`config.mk`:
```
export PLATFORM = sky130hd
export DESIGN_NAME = state_feedback_gain_multiply
export DESIGN_NICKNAME = d
export VERILOG_FILES = /design/src/hw/rtl/sfgm_pkg.sv /design/src/hw/rtl/sfgm_ram.sv /design/src/hw/rtl/sfgm_datapath.sv /design/src/hw/rtl/sfgm_ctrl.sv /design/src/hw/rtl/state_feedback_gain_multiply.sv
export SDC_FILE = /design/constraint.sdc
export NUM_CORES = 2
export LEC_CHECK = 0
export BUFFER_PORTS_ARGS = -buffer_cell sky130_fd_sc_hd__buf_2
export CAP_MARGIN = 30
export CELL_PAD_IN_SITES_DETAIL_PLACEMENT = 1
export CELL_PAD_IN_SITES_GLOBAL_PLACEMENT = 2
export CORE_MARGIN = 3
export CORE_UTILIZATION = 44
export DETAILED_ROUTE_END_ITERATION = 12
export GPL_TIMING_DRIVEN = 0
export PLACE_DENSITY = 0.83
export SKIP_LAST_GASP = 1
export SYNTH_ARGS = -nofsm -noshare
export SYNTH_HDL_FRONTEND = slang
export SYNTH_SLANG_ARGS = --single-unit
export TNS_END_PERCENT = 30
```
`constraint.sdc`:
```
create_clock -name aclk -period 6.5 [get_ports aclk]
set_input_delay 0.325 -clock aclk [delete_from_list [all_inputs] [get_ports aclk]]
set_output_delay 0.325 -clock aclk [all_outputs]
set_load 0.01 [all_outputs]
```
`src/hw/rtl/sfgm_pkg.sv`:
```
`timescale 1ns / 1ps
// ----------------------------------------------------------------------------
// sfgm_pkg
// Shared types and constants for the state-feedback gain multiply block.
// ----------------------------------------------------------------------------
package sfgm_pkg;

    localparam int SFGM_MAX_STATES  = 8;
    localparam int SFGM_MAX_OUTPUTS = 8;
    localparam int RESULT_CAP       = 8;

    localparam int FUNC_W  = 2;
    localparam int IDX_W   = 3;
    localparam int VALUE_W = 16;
    localparam int CFG_W   = 4;
    localparam int CFG_IDX_W = 1;
    localparam int ACC_W   = 40;
    localparam int PROD_W  = 2 * VALUE_W;
    localparam int FRAC_DROP = 12;

    // input item selector codes
    localparam logic [FUNC_W-1:0] FUNC_LOAD_GAIN = 2'd0;
    localparam logic [FUNC_W-1:0] FUNC_SET_STATE = 2'd1;
    localparam logic [FUNC_W-1:0] FUNC_COMPUTE   = 2'd2;

    // configuration register indexes
    localparam logic [CFG_IDX_W-1:0] CFG_NUM_STATES  = 1'd0;
    localparam logic [CFG_IDX_W-1:0] CFG_NUM_OUTPUTS = 1'd1;

    // controller to datapath
    typedef struct packed {
        logic             clear_step;
        logic             load_gain;
        logic             set_state;
        logic             issue;
        logic [IDX_W-1:0] row;
        logic [CFG_W-1:0] col;
        logic             finalize;
        logic             last;
    } dp_cmd_t;

    // datapath to controller
    typedef struct packed {
        logic clear_last;
        logic pipe_empty;
    } dp_status_t;

endpackage

```
`src/hw/rtl/sfgm_ram.sv`:
```
`timescale 1ns / 1ps
// ----------------------------------------------------------------------------
// sfgm_ram
// Generic single-write, single-read RAM with registered read data.
// ----------------------------------------------------------------------------
module sfgm_ram #(
    parameter int WIDTH = 16,
    parameter int DEPTH = 64,
    parameter int AW    = (DEPTH > 1) ? $clog2(DEPTH) : 1
) (
    input  logic             aclk,
    input  logic             we,
    input  logic [AW-1:0]    waddr,
    input  logic [WIDTH-1:0] wdata,
    input  logic [AW-1:0]    raddr,
    output logic [WIDTH-1:0] rdata
);

    logic [WIDTH-1:0] mem [DEPTH];
    logic [WIDTH-1:0] rdata_reg;

    always_ff @(posedge aclk) begin
        if (we) begin
            mem[waddr] <= wdata;
        end
        rdata_reg <= mem[raddr];
    end

    assign rdata = rdata_reg;

endmodule

```
`src/hw/rtl/sfgm_datapath.sv`:
```
`timescale 1ns / 1ps
// ----------------------------------------------------------------------------
// sfgm_datapath
// Gain RAM, state vector, MAC pipeline and rounded/saturated output register.
// ----------------------------------------------------------------------------
module sfgm_datapath
    import sfgm_pkg::*;
#(
    parameter int MAX_STATES  = SFGM_MAX_STATES,
    parameter int MAX_OUTPUTS = SFGM_MAX_OUTPUTS
) (
    input  logic                      aclk,
    input  logic                      aresetn,
    input  dp_cmd_t                   cmd,
    output dp_status_t                status,
    input  logic [IDX_W-1:0]          s_row,
    input  logic [IDX_W-1:0]          s_col,
    input  logic signed [VALUE_W-1:0] s_value,
    output logic [IDX_W-1:0]          m_out_index,
    output logic signed [VALUE_W-1:0] m_out_value,
    output logic                      m_saturated,
    output logic                      m_last
);

    localparam int GT_DEPTH = MAX_OUTPUTS * MAX_STATES;
    localparam int GT_AW    = (GT_DEPTH > 1) ? $clog2(GT_DEPTH) : 1;
    localparam int SV_AW    = (MAX_STATES > 1) ? $clog2(MAX_STATES) : 1;

    // clear sweep and RAM ports
    logic [GT_AW-1:0]   clr_cnt_reg;
    logic               ram_we;
    logic [GT_AW-1:0]   ram_waddr;
    logic [VALUE_W-1:0] ram_wdata;
    logic [GT_AW-1:0]   ram_raddr;
    logic [VALUE_W-1:0] ram_rdata;

    logic signed [VALUE_W-1:0] state_vec_reg [MAX_STATES];

    // MAC pipeline
    logic                      v1_reg, v2_reg;
    logic                      f1_reg, f2_reg;
    logic signed [VALUE_W-1:0] x1_reg;
    logic signed [PROD_W-1:0]  prod_reg;
    logic signed [ACC_W-1:0]   acc_reg;

    // finalize
    logic signed [ACC_W-1:0]   rnd_sum;
    logic signed [ACC_W-1:0]   rnd_q;
    logic signed [VALUE_W-1:0] sat_val;
    logic                      sat_flag;

    logic [IDX_W-1:0]          out_index_reg;
    logic signed [VALUE_W-1:0] out_value_reg;
    logic                      out_sat_reg;
    logic                      out_last_reg;

    always_comb begin
        ram_we    = cmd.clear_step | cmd.load_gain;
        ram_waddr = cmd.clear_step ? clr_cnt_reg : GT_AW'(s_row * MAX_STATES + s_col);
        ram_wdata = cmd.clear_step ? '0 : s_value;
        ram_raddr = GT_AW'(cmd.row * MAX_STATES + cmd.col);
    end

    sfgm_ram #(
        .WIDTH (VALUE_W),
        .DEPTH (GT_DEPTH),
        .AW    (GT_AW)
    ) u_gain_ram (
        .aclk  (aclk),
        .we    (ram_we),
        .waddr (ram_waddr),
        .wdata (ram_wdata),
        .raddr (ram_raddr),
        .rdata (ram_rdata)
    );

    always_ff @(posedge aclk) begin
        if (!aresetn) begin
            clr_cnt_reg <= '0;
        end else if (cmd.clear_step) begin
            clr_cnt_reg <= clr_cnt_reg + GT_AW'(1);
        end
    end

    always_ff @(posedge aclk) begin
        if (!aresetn) begin
            for (int k = 0; k < MAX_STATES; k++) begin
                state_vec_reg[k] <= '0;
            end
        end else if (cmd.set_state) begin
            state_vec_reg[SV_AW'(s_col)] <= s_value;
        end
    end

    // issue -> RAM read / state fetch -> multiply -> accumulate
    always_ff @(posedge aclk) begin
        if (!aresetn) begin
            v1_reg <= 1'b0;
            v2_reg <= 1'b0;
        end else begin
            v1_reg <= cmd.issue;
            v2_reg <= v1_reg;
        end
    end

    always_ff @(posedge aclk) begin
        x1_reg   <= state_vec_reg[SV_AW'(cmd.col)];
        f1_reg   <= (cmd.col == '0);
        prod_reg <= $signed(ram_rdata) * x1_reg;
        f2_reg   <= f1_reg;
        if (v2_reg) begin
            acc_reg <= (f2_reg ? ACC_W'(0) : acc_reg) + ACC_W'(prod_reg);
        end
    end

    // negate, round half up to Q8.8, saturate
    always_comb begin
        rnd_sum = ACC_W'(2048) - acc_reg;
        rnd_q   = rnd_sum >>> FRAC_DROP;
        if (rnd_q > ACC_W'(32767)) begin
            sat_val  = 16'sh7FFF;
            sat_flag = 1'b1;
        end else if (rnd_q < -ACC_W'(32768)) begin
            sat_val  = 16'sh8000;
            sat_flag = 1'b1;
        end else begin
            sat_val  = rnd_q[VALUE_W-1:0];
            sat_flag = 1'b0;
        end
    end

    always_ff @(posedge aclk) begin
        if (cmd.finalize) begin
            out_index_reg <= cmd.row;
            out_value_reg <= sat_val;
            out_sat_reg   <= sat_flag;
            out_last_reg  <= cmd.last;
        end
    end

    assign status.clear_last = (clr_cnt_reg == GT_AW'(GT_DEPTH - 1));
    assign status.pipe_empty = ~v1_reg & ~v2_reg;

    assign m_out_index = out_index_reg;
    assign m_out_value = out_value_reg;
    assign m_saturated = out_sat_reg;
    assign m_last      = out_last_reg;

endmodule

```
`src/hw/rtl/sfgm_ctrl.sv`:
```
`timescale 1ns / 1ps
// ----------------------------------------------------------------------------
// sfgm_ctrl
// Sequencer: RAM clear sweep, item decode, row/column walk, output handshake.
// ----------------------------------------------------------------------------
module sfgm_ctrl
    import sfgm_pkg::*;
#(
    parameter int MAX_STATES  = SFGM_MAX_STATES,
    parameter int MAX_OUTPUTS = SFGM_MAX_OUTPUTS
) (
    input  logic                 aclk,
    input  logic                 aresetn,
    input  logic                 cfg_wr_en,
    input  logic [CFG_IDX_W-1:0] cfg_index,
    input  logic [CFG_W-1:0]     cfg_wr_data,
    input  logic                 s_valid,
    output logic                 s_ready,
    input  logic [FUNC_W-1:0]    s_func,
    input  logic [IDX_W-1:0]     s_row,
    input  logic [IDX_W-1:0]     s_col,
    output logic                 m_valid,
    input  logic                 m_ready,
    output dp_cmd_t              cmd,
    input  dp_status_t           status
);

    typedef enum logic [2:0] {
        ST_CLEAR,
        ST_IDLE,
        ST_ISSUE,
        ST_DRAIN,
        ST_OUT
    } state_t;

    state_t           state_reg, state_next;
    logic [CFG_W-1:0] num_states_reg, num_outputs_reg;
    logic [IDX_W-1:0] i_reg, i_next;
    logic [CFG_W-1:0] j_reg, j_next;
    logic             m_valid_reg, m_valid_next;

    logic [CFG_W-1:0] ns, no;
    logic             accept;
    logic             row_last;

    // clamp register values to usable counts
    always_comb begin
        if (num_states_reg == '0) begin
            ns = CFG_W'(1);
        end else if (num_states_reg > MAX_STATES) begin
            ns = CFG_W'(MAX_STATES);
        end else begin
            ns = num_states_reg;
        end
        if (num_outputs_reg == '0) begin
            no = CFG_W'(1);
        end else if (num_outputs_reg > MAX_OUTPUTS) begin
            no = CFG_W'(MAX_OUTPUTS);
        end else begin
            no = num_outputs_reg;
        end
        if (no > RESULT_CAP) begin
            no = CFG_W'(RESULT_CAP);
        end
    end

    assign s_ready  = (state_reg == ST_IDLE);
    assign accept   = s_valid & s_ready;
    assign row_last = ({1'b0, i_reg} == no - CFG_W'(1));

    always_comb begin
        state_next   = state_reg;
        i_next       = i_reg;
        j_next       = j_reg;
        m_valid_next = m_valid_reg;
        cmd          = '0;
        cmd.row      = i_reg;
        cmd.col      = j_reg;
        cmd.last     = row_last;
        unique case (state_reg)
            ST_CLEAR: begin
                cmd.clear_step = 1'b1;
                if (status.clear_last) begin
                    state_next = ST_IDLE;
                end
            end
            ST_IDLE: begin
                if (accept) begin
                    cmd.load_gain = (s_func == FUNC_LOAD_GAIN) &&
                                    (s_row < MAX_OUTPUTS) && (s_col < MAX_STATES);
                    cmd.set_state = (s_func == FUNC_SET_STATE) && ({1'b0, s_col} < ns);
                    if (s_func == FUNC_COMPUTE) begin
                        i_next     = '0;
                        j_next     = '0;
                        state_next = ST_ISSUE;
                    end
                end
            end
            ST_ISSUE: begin
                cmd.issue = 1'b1;
                if (j_reg == ns - CFG_W'(1)) begin
                    state_next = ST_DRAIN;
                end else begin
                    j_next = j_reg + CFG_W'(1);
                end
            end
            ST_DRAIN: begin
                if (status.pipe_empty) begin
                    cmd.finalize = 1'b1;
                    m_valid_next = 1'b1;
                    state_next   = ST_OUT;
                end
            end
            ST_OUT: begin
                if (m_ready) begin
                    m_valid_next = 1'b0;
                    if (row_last) begin
                        state_next = ST_IDLE;
                    end else begin
                        i_next     = i_reg + IDX_W'(1);
                        j_next     = '0;
                        state_next = ST_ISSUE;
                    end
                end
            end
            default: begin
                state_next = ST_IDLE;
            end
        endcase
    end

    always_ff @(posedge aclk) begin
        if (!aresetn) begin
            state_reg       <= ST_CLEAR;
            m_valid_reg     <= 1'b0;
            i_reg           <= '0;
            j_reg           <= '0;
            num_states_reg  <= CFG_W'(1);
            num_outputs_reg <= CFG_W'(1);
        end else begin
            state_reg   <= state_next;
            m_valid_reg <= m_valid_next;
            i_reg       <= i_next;
            j_reg       <= j_next;
            if (cfg_wr_en) begin
                unique case (cfg_index)
                    CFG_NUM_STATES:  num_states_reg  <= cfg_wr_data;
                    CFG_NUM_OUTPUTS: num_outputs_reg <= cfg_wr_data;
                    default: ;
                endcase
            end
        end
    end

    assign m_valid = m_valid_reg;

endmodule

```
`src/hw/rtl/state_feedback_gain_multiply.sv`:
```
`timescale 1ns / 1ps
// ----------------------------------------------------------------------------
// state_feedback_gain_multiply
// Computes u = -K*x with one multiply-accumulate unit over a gain RAM.
// ----------------------------------------------------------------------------
// Gain loads and state sets produce no result.
// Compute request: per active row ns MAC issues, a drain until the MAC
//   pipeline is empty and a finalize, then the result waits for m_ready;
//   s_ready stays low until the last row's result has been taken.
// Reset: gains are cleared by a sweep over all MAX_OUTPUTS * MAX_STATES
//   entries (64 at defaults) with s_ready low; state vector clears at once, counts reset to one.
// ----------------------------------------------------------------------------
module state_feedback_gain_multiply
    import sfgm_pkg::*;
#(
    parameter int MAX_STATES  = SFGM_MAX_STATES,
    parameter int MAX_OUTPUTS = SFGM_MAX_OUTPUTS
) (
    input  logic                      aclk,
    input  logic                      aresetn,
    // configuration write port
    input  logic                      cfg_wr_en,
    input  logic [CFG_IDX_W-1:0]      cfg_index,
    input  logic [CFG_W-1:0]          cfg_wr_data,
    // input items
    input  logic                      s_valid,
    output logic                      s_ready,
    input  logic [FUNC_W-1:0]         s_func,
    input  logic [IDX_W-1:0]          s_row,
    input  logic [IDX_W-1:0]          s_col,
    input  logic signed [VALUE_W-1:0] s_value,
    // result items
    output logic                      m_valid,
    input  logic                      m_ready,
    output logic [IDX_W-1:0]          m_out_index,
    output logic signed [VALUE_W-1:0] m_out_value,
    output logic                      m_saturated,
    output logic                      m_last
);

    // The controller decides every transfer; the datapath only acts on
    // its command word and reports clear-sweep end and pipeline occupancy.
    dp_cmd_t    cmd;
    dp_status_t status;

    sfgm_ctrl #(
        .MAX_STATES  (MAX_STATES),
        .MAX_OUTPUTS (MAX_OUTPUTS)
    ) u_ctrl (
        .aclk        (aclk),
        .aresetn     (aresetn),
        .cfg_wr_en   (cfg_wr_en),
        .cfg_index   (cfg_index),
        .cfg_wr_data (cfg_wr_data),
        .s_valid     (s_valid),
        .s_ready     (s_ready),
        .s_func      (s_func),
        .s_row       (s_row),
        .s_col       (s_col),
        .m_valid     (m_valid),
        .m_ready     (m_ready),
        .cmd         (cmd),
        .status      (status)
    );

    // Gain RAM (registered read), state registers, 3-stage MAC and the
    // round/saturate output register. Out-of-range loads are filtered in
    // the controller before they reach the write ports.
    sfgm_datapath #(
        .MAX_STATES  (MAX_STATES),
        .MAX_OUTPUTS (MAX_OUTPUTS)
    ) u_datapath (
        .aclk        (aclk),
        .aresetn     (aresetn),
        .cmd         (cmd),
        .status      (status),
        .s_row       (s_row),
        .s_col       (s_col),
        .s_value     (s_value),
        .m_out_index (m_out_index),
        .m_out_value (m_out_value),
        .m_saturated (m_saturated),
        .m_last      (m_last)
    );

endmodule

```
Yosys cells after proc, flatten, opt, wreduce, memory -nomap -nowiden
Memory sizes are Yosys's and may differ from the RTL's. A register that Yosys moved wholly into a read port is not among the register bits.
Cells that the tools add are included.
- bits in writable memories: 1152
- bits in registers: 122
- memories kept: 2
- bits of input ports: 34
- memory list (name ; words ; width ; read ports ; clocked after memory_dff ; wr ports ; RTL line ; RTL):
    u_datapath.u_gain_ram.mem ; 64 ; 16 ; 1 ; 1 ; 1 ; sfgm_ram.sv:19 ; logic [WIDTH-1:0] mem [DEPTH];
    u_datapath.state_vec_reg ; 8 ; 16 ; 1 ; 1 ; 8 ; sfgm_datapath.sv:37 ; logic signed [VALUE_W-1:0] state_vec_reg [MAX_STATES];
- equality and inequality tests: 17
- reductions and logical operators: 16
- $lt $le $gt $ge: 6
- bitwise operators: 6
- $mul: 1
- add/subtract/negate cells: 9
- muxes and demuxes: 47
- operator list (kind ; number):
    16-bit 2-to-1 mux ; 3
    40-bit by 32-bit adder with 40-bit output ; 1
    4-bit 2-to-1 mux ; 10
    40-bit 2-to-1 mux ; 1
    13-bit by 40-bit subtractor with 40-bit output (first input constant) ; 1
    3-bit 2-to-1 mux ; 11
    16-bit by 16-bit multiplier with 32-bit output ; 1
    28-bit by 16-bit > comparator with 1-bit output (second input constant) ; 1
    28-bit by 16-bit less-than comparator with 1-bit output (second input constant) ; 1
    16-bit OR reduction ; 1
    3-bit case mux with 5 select lines ; 1
    1-bit 2-to-1 mux ; 14
    2-bit != test (second input constant) ; 7
    4-bit > comparator (second input constant) ; 3
    4-bit logical NOT ; 3
    4-bit case mux with 3 select lines ; 1
    6-bit AND reduction ; 2
    4-bit by 1-bit subtractor with 4-bit output (second input constant) ; 2
    6-bit by 1-bit adder with 6-bit output (second input constant) ; 1
    6-bit by 3-bit adder with 6-bit output ; 1
    6-bit by 4-bit adder with 6-bit output ; 1
    3-bit by 2-bit equality test with 1-bit output (second input constant) ; 2
    6-bit equality test (second input constant) ; 1
    2-bit 2-to-1 mux ; 3
    24 further kinds ; 29

Logic depth before layout (Yosys ltp)
- depth after elaboration: 12
- gate-level depth with buffers: 24
- depth with buffers taken out: 23

Modules after synthesis
From an unflattened synthesis, not the netlist that was laid out.
- cells, all modules: 4025
- area total of the unflattened synthesis: 63113.0 um^2
- by module, submodules not included (module ; area an instance (um^2) ; times used ; cells each):
    sfgm_ram ; 40042.2 ; 1 ; 1829
    sfgm_datapath ; 21869.7 ; 1 ; 2046
    sfgm_ctrl ; 1201.2 ; 1 ; 150

Worst setup path after synthesis
OpenSTA, ideal clock, no wires.
- kind: flip-flop to flip-flop
- start point: register u_datapath.x1_reg[1], read port of u_datapath.state_vec_reg
- end point: register u_datapath.prod_reg[30]
- cell stages (with the launch flop): 22
- data arrival time: 6.213 ns
- required time: 6.421 ns
- buffers on the path: 1
- period minus slack after synthesis: 6.292 ns
- setup time: 0.079 ns
- slack: 0.208 ns
- cells stage by stage: dfxtp_1 clkbuf_1 nand2_1 fa_1 fa_1 inv_1 fa_1 inv_1 fa_1 fa_1 fa_1 inv_1 ha_1 a21oi_1 nand3_1 o311ai_1 nor2_1 o31ai_1 o21ai_1 or4b_1 a2111o_1 o211ai_1
- word-level cells in the longest chain between the ends: 1
- ends and longest elaborated chain (item ; RTL line ; RTL):
    start, declared ; sfgm_datapath.sv:42 ; logic signed [VALUE_W-1:0] x1_reg;
    16-bit by 16-bit multiplier with 32-bit output ; sfgm_datapath.sv:109 ; prod_reg <= $signed(ram_rdata) * x1_reg;
    end signal, assigned ; sfgm_datapath.sv:109 ;
    end, declared ; sfgm_datapath.sv:43 ; logic signed [PROD_W-1:0] prod_reg;
Every way passes these cells.
A chain may end at the register's enable or synchronous reset.

Final worst setup path
- start point: register u_datapath.x1_reg[3], read port of u_datapath.state_vec_reg
- end point: register u_datapath.prod_reg[30]
Same word-level chain as after synthesis.

==> out/summary.txt <==
# rows -> 137
Top-count cell post-synth -> edfxtp_1
I/O Buffers -> 55
Vias in the first global route -> 36831
Crit path kind -> flop to flop
Ys flop type -> edfxtp_1
Maxcap violations -> 0
Final WL -> 168000 µm
Ratio of cells with drive above 1 in the final layout -> 22.7%
I/O Pins -> 57
Final slew viol count -> 0
Crit path buffers/inverters -> 3
Hold WS -> 0.0988 ns
Commonest cells post-synth -> 1213 x edfxtp_1, 368 x mux4_2, 307 x inv_1, 282 x and2_1, 263 x fa_1
Crit path top cell by count -> fa_1
Number of synthesized flops with an enable pin -> 1213
Setup crit end kind -> flop
CP arrival -> 6.97 ns
Register-to-register setup slack -> 0.17 ns
Peak supply drop -> 1.09 mV
Vias -> 34271
CP Cell Sequence -> buf_4 > and2_1 > fa_2 > fa_1 > fa_1 > fa_1 > fa_1 > inv_1 > fa_1 > inv_1 > ha_1 > a21o_1 > a21oi_2 > nand2b_1 > o31ai_4 > o21ai_2 > or4b_4 > a2111o_1 > o211ai_1
Num CTS Buffers -> 137
Largest net degree at the start of global routing -> 56
Clock root buffer -> clkbuf_16
Clk pin slew, worst setup/hold paths -> 0.06 ns
Die footprint -> 146000 µm²
First-pass GRT wire length -> 250000 µm
Syn_nets -> 4131
Avg WL per Cell -> 27.9 µm
Sequential area share after synthesis -> 61.6%
Post-synth top area share -> 58.6%
CTS tree -> yes
Synthesized flop and latch total -> 1306
Post-DR vias/cell -> 5.69
Gate Count Post-Synth -> 3703
Yosys top cell by area -> edfxtp_1
Synth unique cells -> 75
Detail Placement HPWL -> 120000 µm
Pwr/cell area -> 550 nW/µm²
Post-Syn Area per Cell -> 16.8 µm²
CP Launch Type -> flop
Final count of hold timing violations -> 0
GRT overflow -> 0
Hold Crit Class -> input port to flop
Drc violations -> 0
Crit path max-delay family -> adder cells
First-pass iteration count of the detailed router -> 5
Area contributors post-synth -> edfxtp_1 59%, mux4_2 13%, fa_1 8.5%
Core box area -> 140000 µm²
Die span in y -> 382 µm
Clk_skew -> 0.0378 ns
Yosys warns -> 0
Setup violators final -> 0
Number of cells on the worst hold path -> 2
Tcrit/Tclk final -> 97.3%
Synth Cell Area -> 62100 µm²
Initial Util -> 44.4%
Layout area overhead -> 15.4%
Final ANT Viol Nets -> 0
Min-Delay Startpoint -> aresetn
Fraction of registers with async set or reset after synthesis -> 0%
DR iter-0 viols -> 3047
Hold EP -> u_datapath.clr_cnt_reg[5]$_SDFFE_PN0P_
Run status -> finished, final reports clean
Worst skew pair latency -> 0.76 ns
Number of clock sinks -> 1306
Achievable Freq -> 158 MHz
Global placer's final weighted congestion -> 0.848
Total track usage -> 23.3%
CP max stage delay -> 0.68 ns
Origin of the critical flop-to-flop path -> u_datapath.x1_reg[3]$_DFF_P_
Leak -> 25.3 nW
Worst path slowest cell -> fa_2
Max_slew headroom -> 29.9%
Setup TNS -> 0 ns
Fin crit period -> 6.33 ns
H-tree depth -> 4
Maximum fanout along the worst path -> 6
Max reg flops -> 1024
Max clock buf depth -> 3
Initial antenna violation count -> 14
FF-to-FF path depth -> 19
Worst Max-Slew Pin Slew -> 1.05 ns
Net count, final -> 4462
RSZ-0062 raised after global routing -> yes
Die Wd -> 382 µm
Worst EP required -> 7.14 ns
Crit Reg-Reg Endpoint -> u_datapath.prod_reg[30]$_DFF_P_
logic make-up (layout without fill, tap and decap cells):
| kind of cell | Yosys count | count (layout) | synth area share (%) |
|---|---|---|---|
| compound gates | 234 | 234 | 2.52 |
| xor+xnor | 88 | 88 | 1.24 |
| fa+ha+maj | 394 | 394 | 11.1 |
| buf+inv | 458 | 898 | 2.79 |
| flops | 1306 | 1306 | 61.6 |
| mux | 392 | 392 | 13.8 |
| other cells | 0 | 7 | 0 |
| simple gates | 831 | 831 | 6.94 |
cell type report:
cell class	instances	area, µm²
Timing Repair Buffer	194	2140
Antenna cell	7	17.5
Inverter	307	1160
Multi-Input combinational cell	1939	22500
Tap cell	1876	2350
Buffer	149	807
Clock inverter	78	748
Sequential cell	1306	38400
Fill cell	13133	68200
Clock buffer	170	3580
through the flow:
step	setup WS [ns]	power, mW	cells	instance area (µm²)	utilization [%]
after floorplan	0.208	25.1	3703	62100	-
after global placement	-1.21	29.7	5634	64700	46.3
after detailed placement	-1.26	30.4	5710	66200	47.3
after CTS	-0.0195	38.7	5991	71200	50.9
after global routing	-0.0473	42.8	6021	71700	51.2
final	0.173	39.5	6026	71700	51.3
what timing repair did:
| action | 4_1_cts | 5_1_grt |
|---|---|---|
| gates cloned | 0 | 0 |
| gates resized for setup | 135 | 51 |
| hold buffers | 29 | 0 |
| setup buffers | 4 | 17 |
| pin swaps | 3 | 12 |
| endpoints found under the setup margin | 16 | 5 |
| endpoints found under the hold margin | 136 | 0 |
worst register-to-register path, stage by stage (launching register included):
cell      delay, ns
dfxtp_4        0.36
buf_4          0.18
and2_1         0.20
fa_2           0.68
fa_1           0.47
fa_1           0.43
fa_1           0.51
fa_1           0.56
inv_1          0.05
fa_1           0.54
inv_1          0.07
ha_1           0.33
a21o_1         0.19
a21oi_2        0.14
nand2b_1       0.10
o31ai_4        0.30
o21ai_2        0.13
or4b_4         0.51
a2111o_1       0.37
o211ai_1       0.10
how the worst max path moves through the flow:
stage	startpoint	depth (start not counted)	to
after detailed placement	u_datapath.x1_reg[2]$_DFF_P_	21	u_datapath.prod_reg[30]$_DFF_P_
after floorplan	u_datapath.x1_reg[1]$_DFF_P_	21	u_datapath.prod_reg[30]$_DFF_P_
after global placement	u_datapath.x1_reg[2]$_DFF_P_	21	u_datapath.prod_reg[30]$_DFF_P_
final	u_datapath.x1_reg[3]$_DFF_P_	19	u_datapath.prod_reg[30]$_DFF_P_
after CTS	u_datapath.x1_reg[10]$_DFF_P_	20	u_datapath.prod_reg[30]$_DFF_P_
after global routing	u_datapath.x1_reg[1]$_DFF_P_	21	u_datapath.prod_reg[30]$_DFF_P_
routing by layer:
layer | GRT usage [%] | wire [µm] | vias to the layer above
li1 | - | - | 14489
met3 | 3.93 | 10200 | 309
met4 | 8.38 | 6400 | 6
met2 | 40.0 | 86100 | 1282
met1 | 30.0 | 65400 | 18185
met5 | 0 | 45 | -
power breakdown:
part	switching (mW)	total (mW)	internal, mW
Sequential	0.293	10.5	10.2
Clock	3.37	7.62	4.25
Combinational	12.2	21.4	9.11
Total	15.9	39.5	23.5
layout by cell type, fill, tap and decap left out, types with 12 or more instances in the layout:
master	n
edfxtp_1	1213
mux4_2	368
inv_1	304
and2_1	266
fa_1	260
nand2_1	211
clkbuf_16	139
ha_1	124
clkbuf_1	118
nor2_1	74
xnor2_1	69
buf_8	63
nor2_2	62
dfxtp_1	62
buf_2	60
nor2b_1	55
a21oi_1	51
o21ai_0	37
nand3_1	30
clkinv_2	30
dlygate4sd3_1	29
buf_4	28
buf_1	28
nor3_1	27
nand2b_1	27
clkinv_1	24
dfxtp_4	20
xor2_1	19
a21o_1	19
buf_12	17
o21bai_1	16
and2_2	16
mux2_2	16
clkbuf_8	14
o21a_1	13
a21boi_0	12
Note: power is estimated with default switching activity, not from simulation.
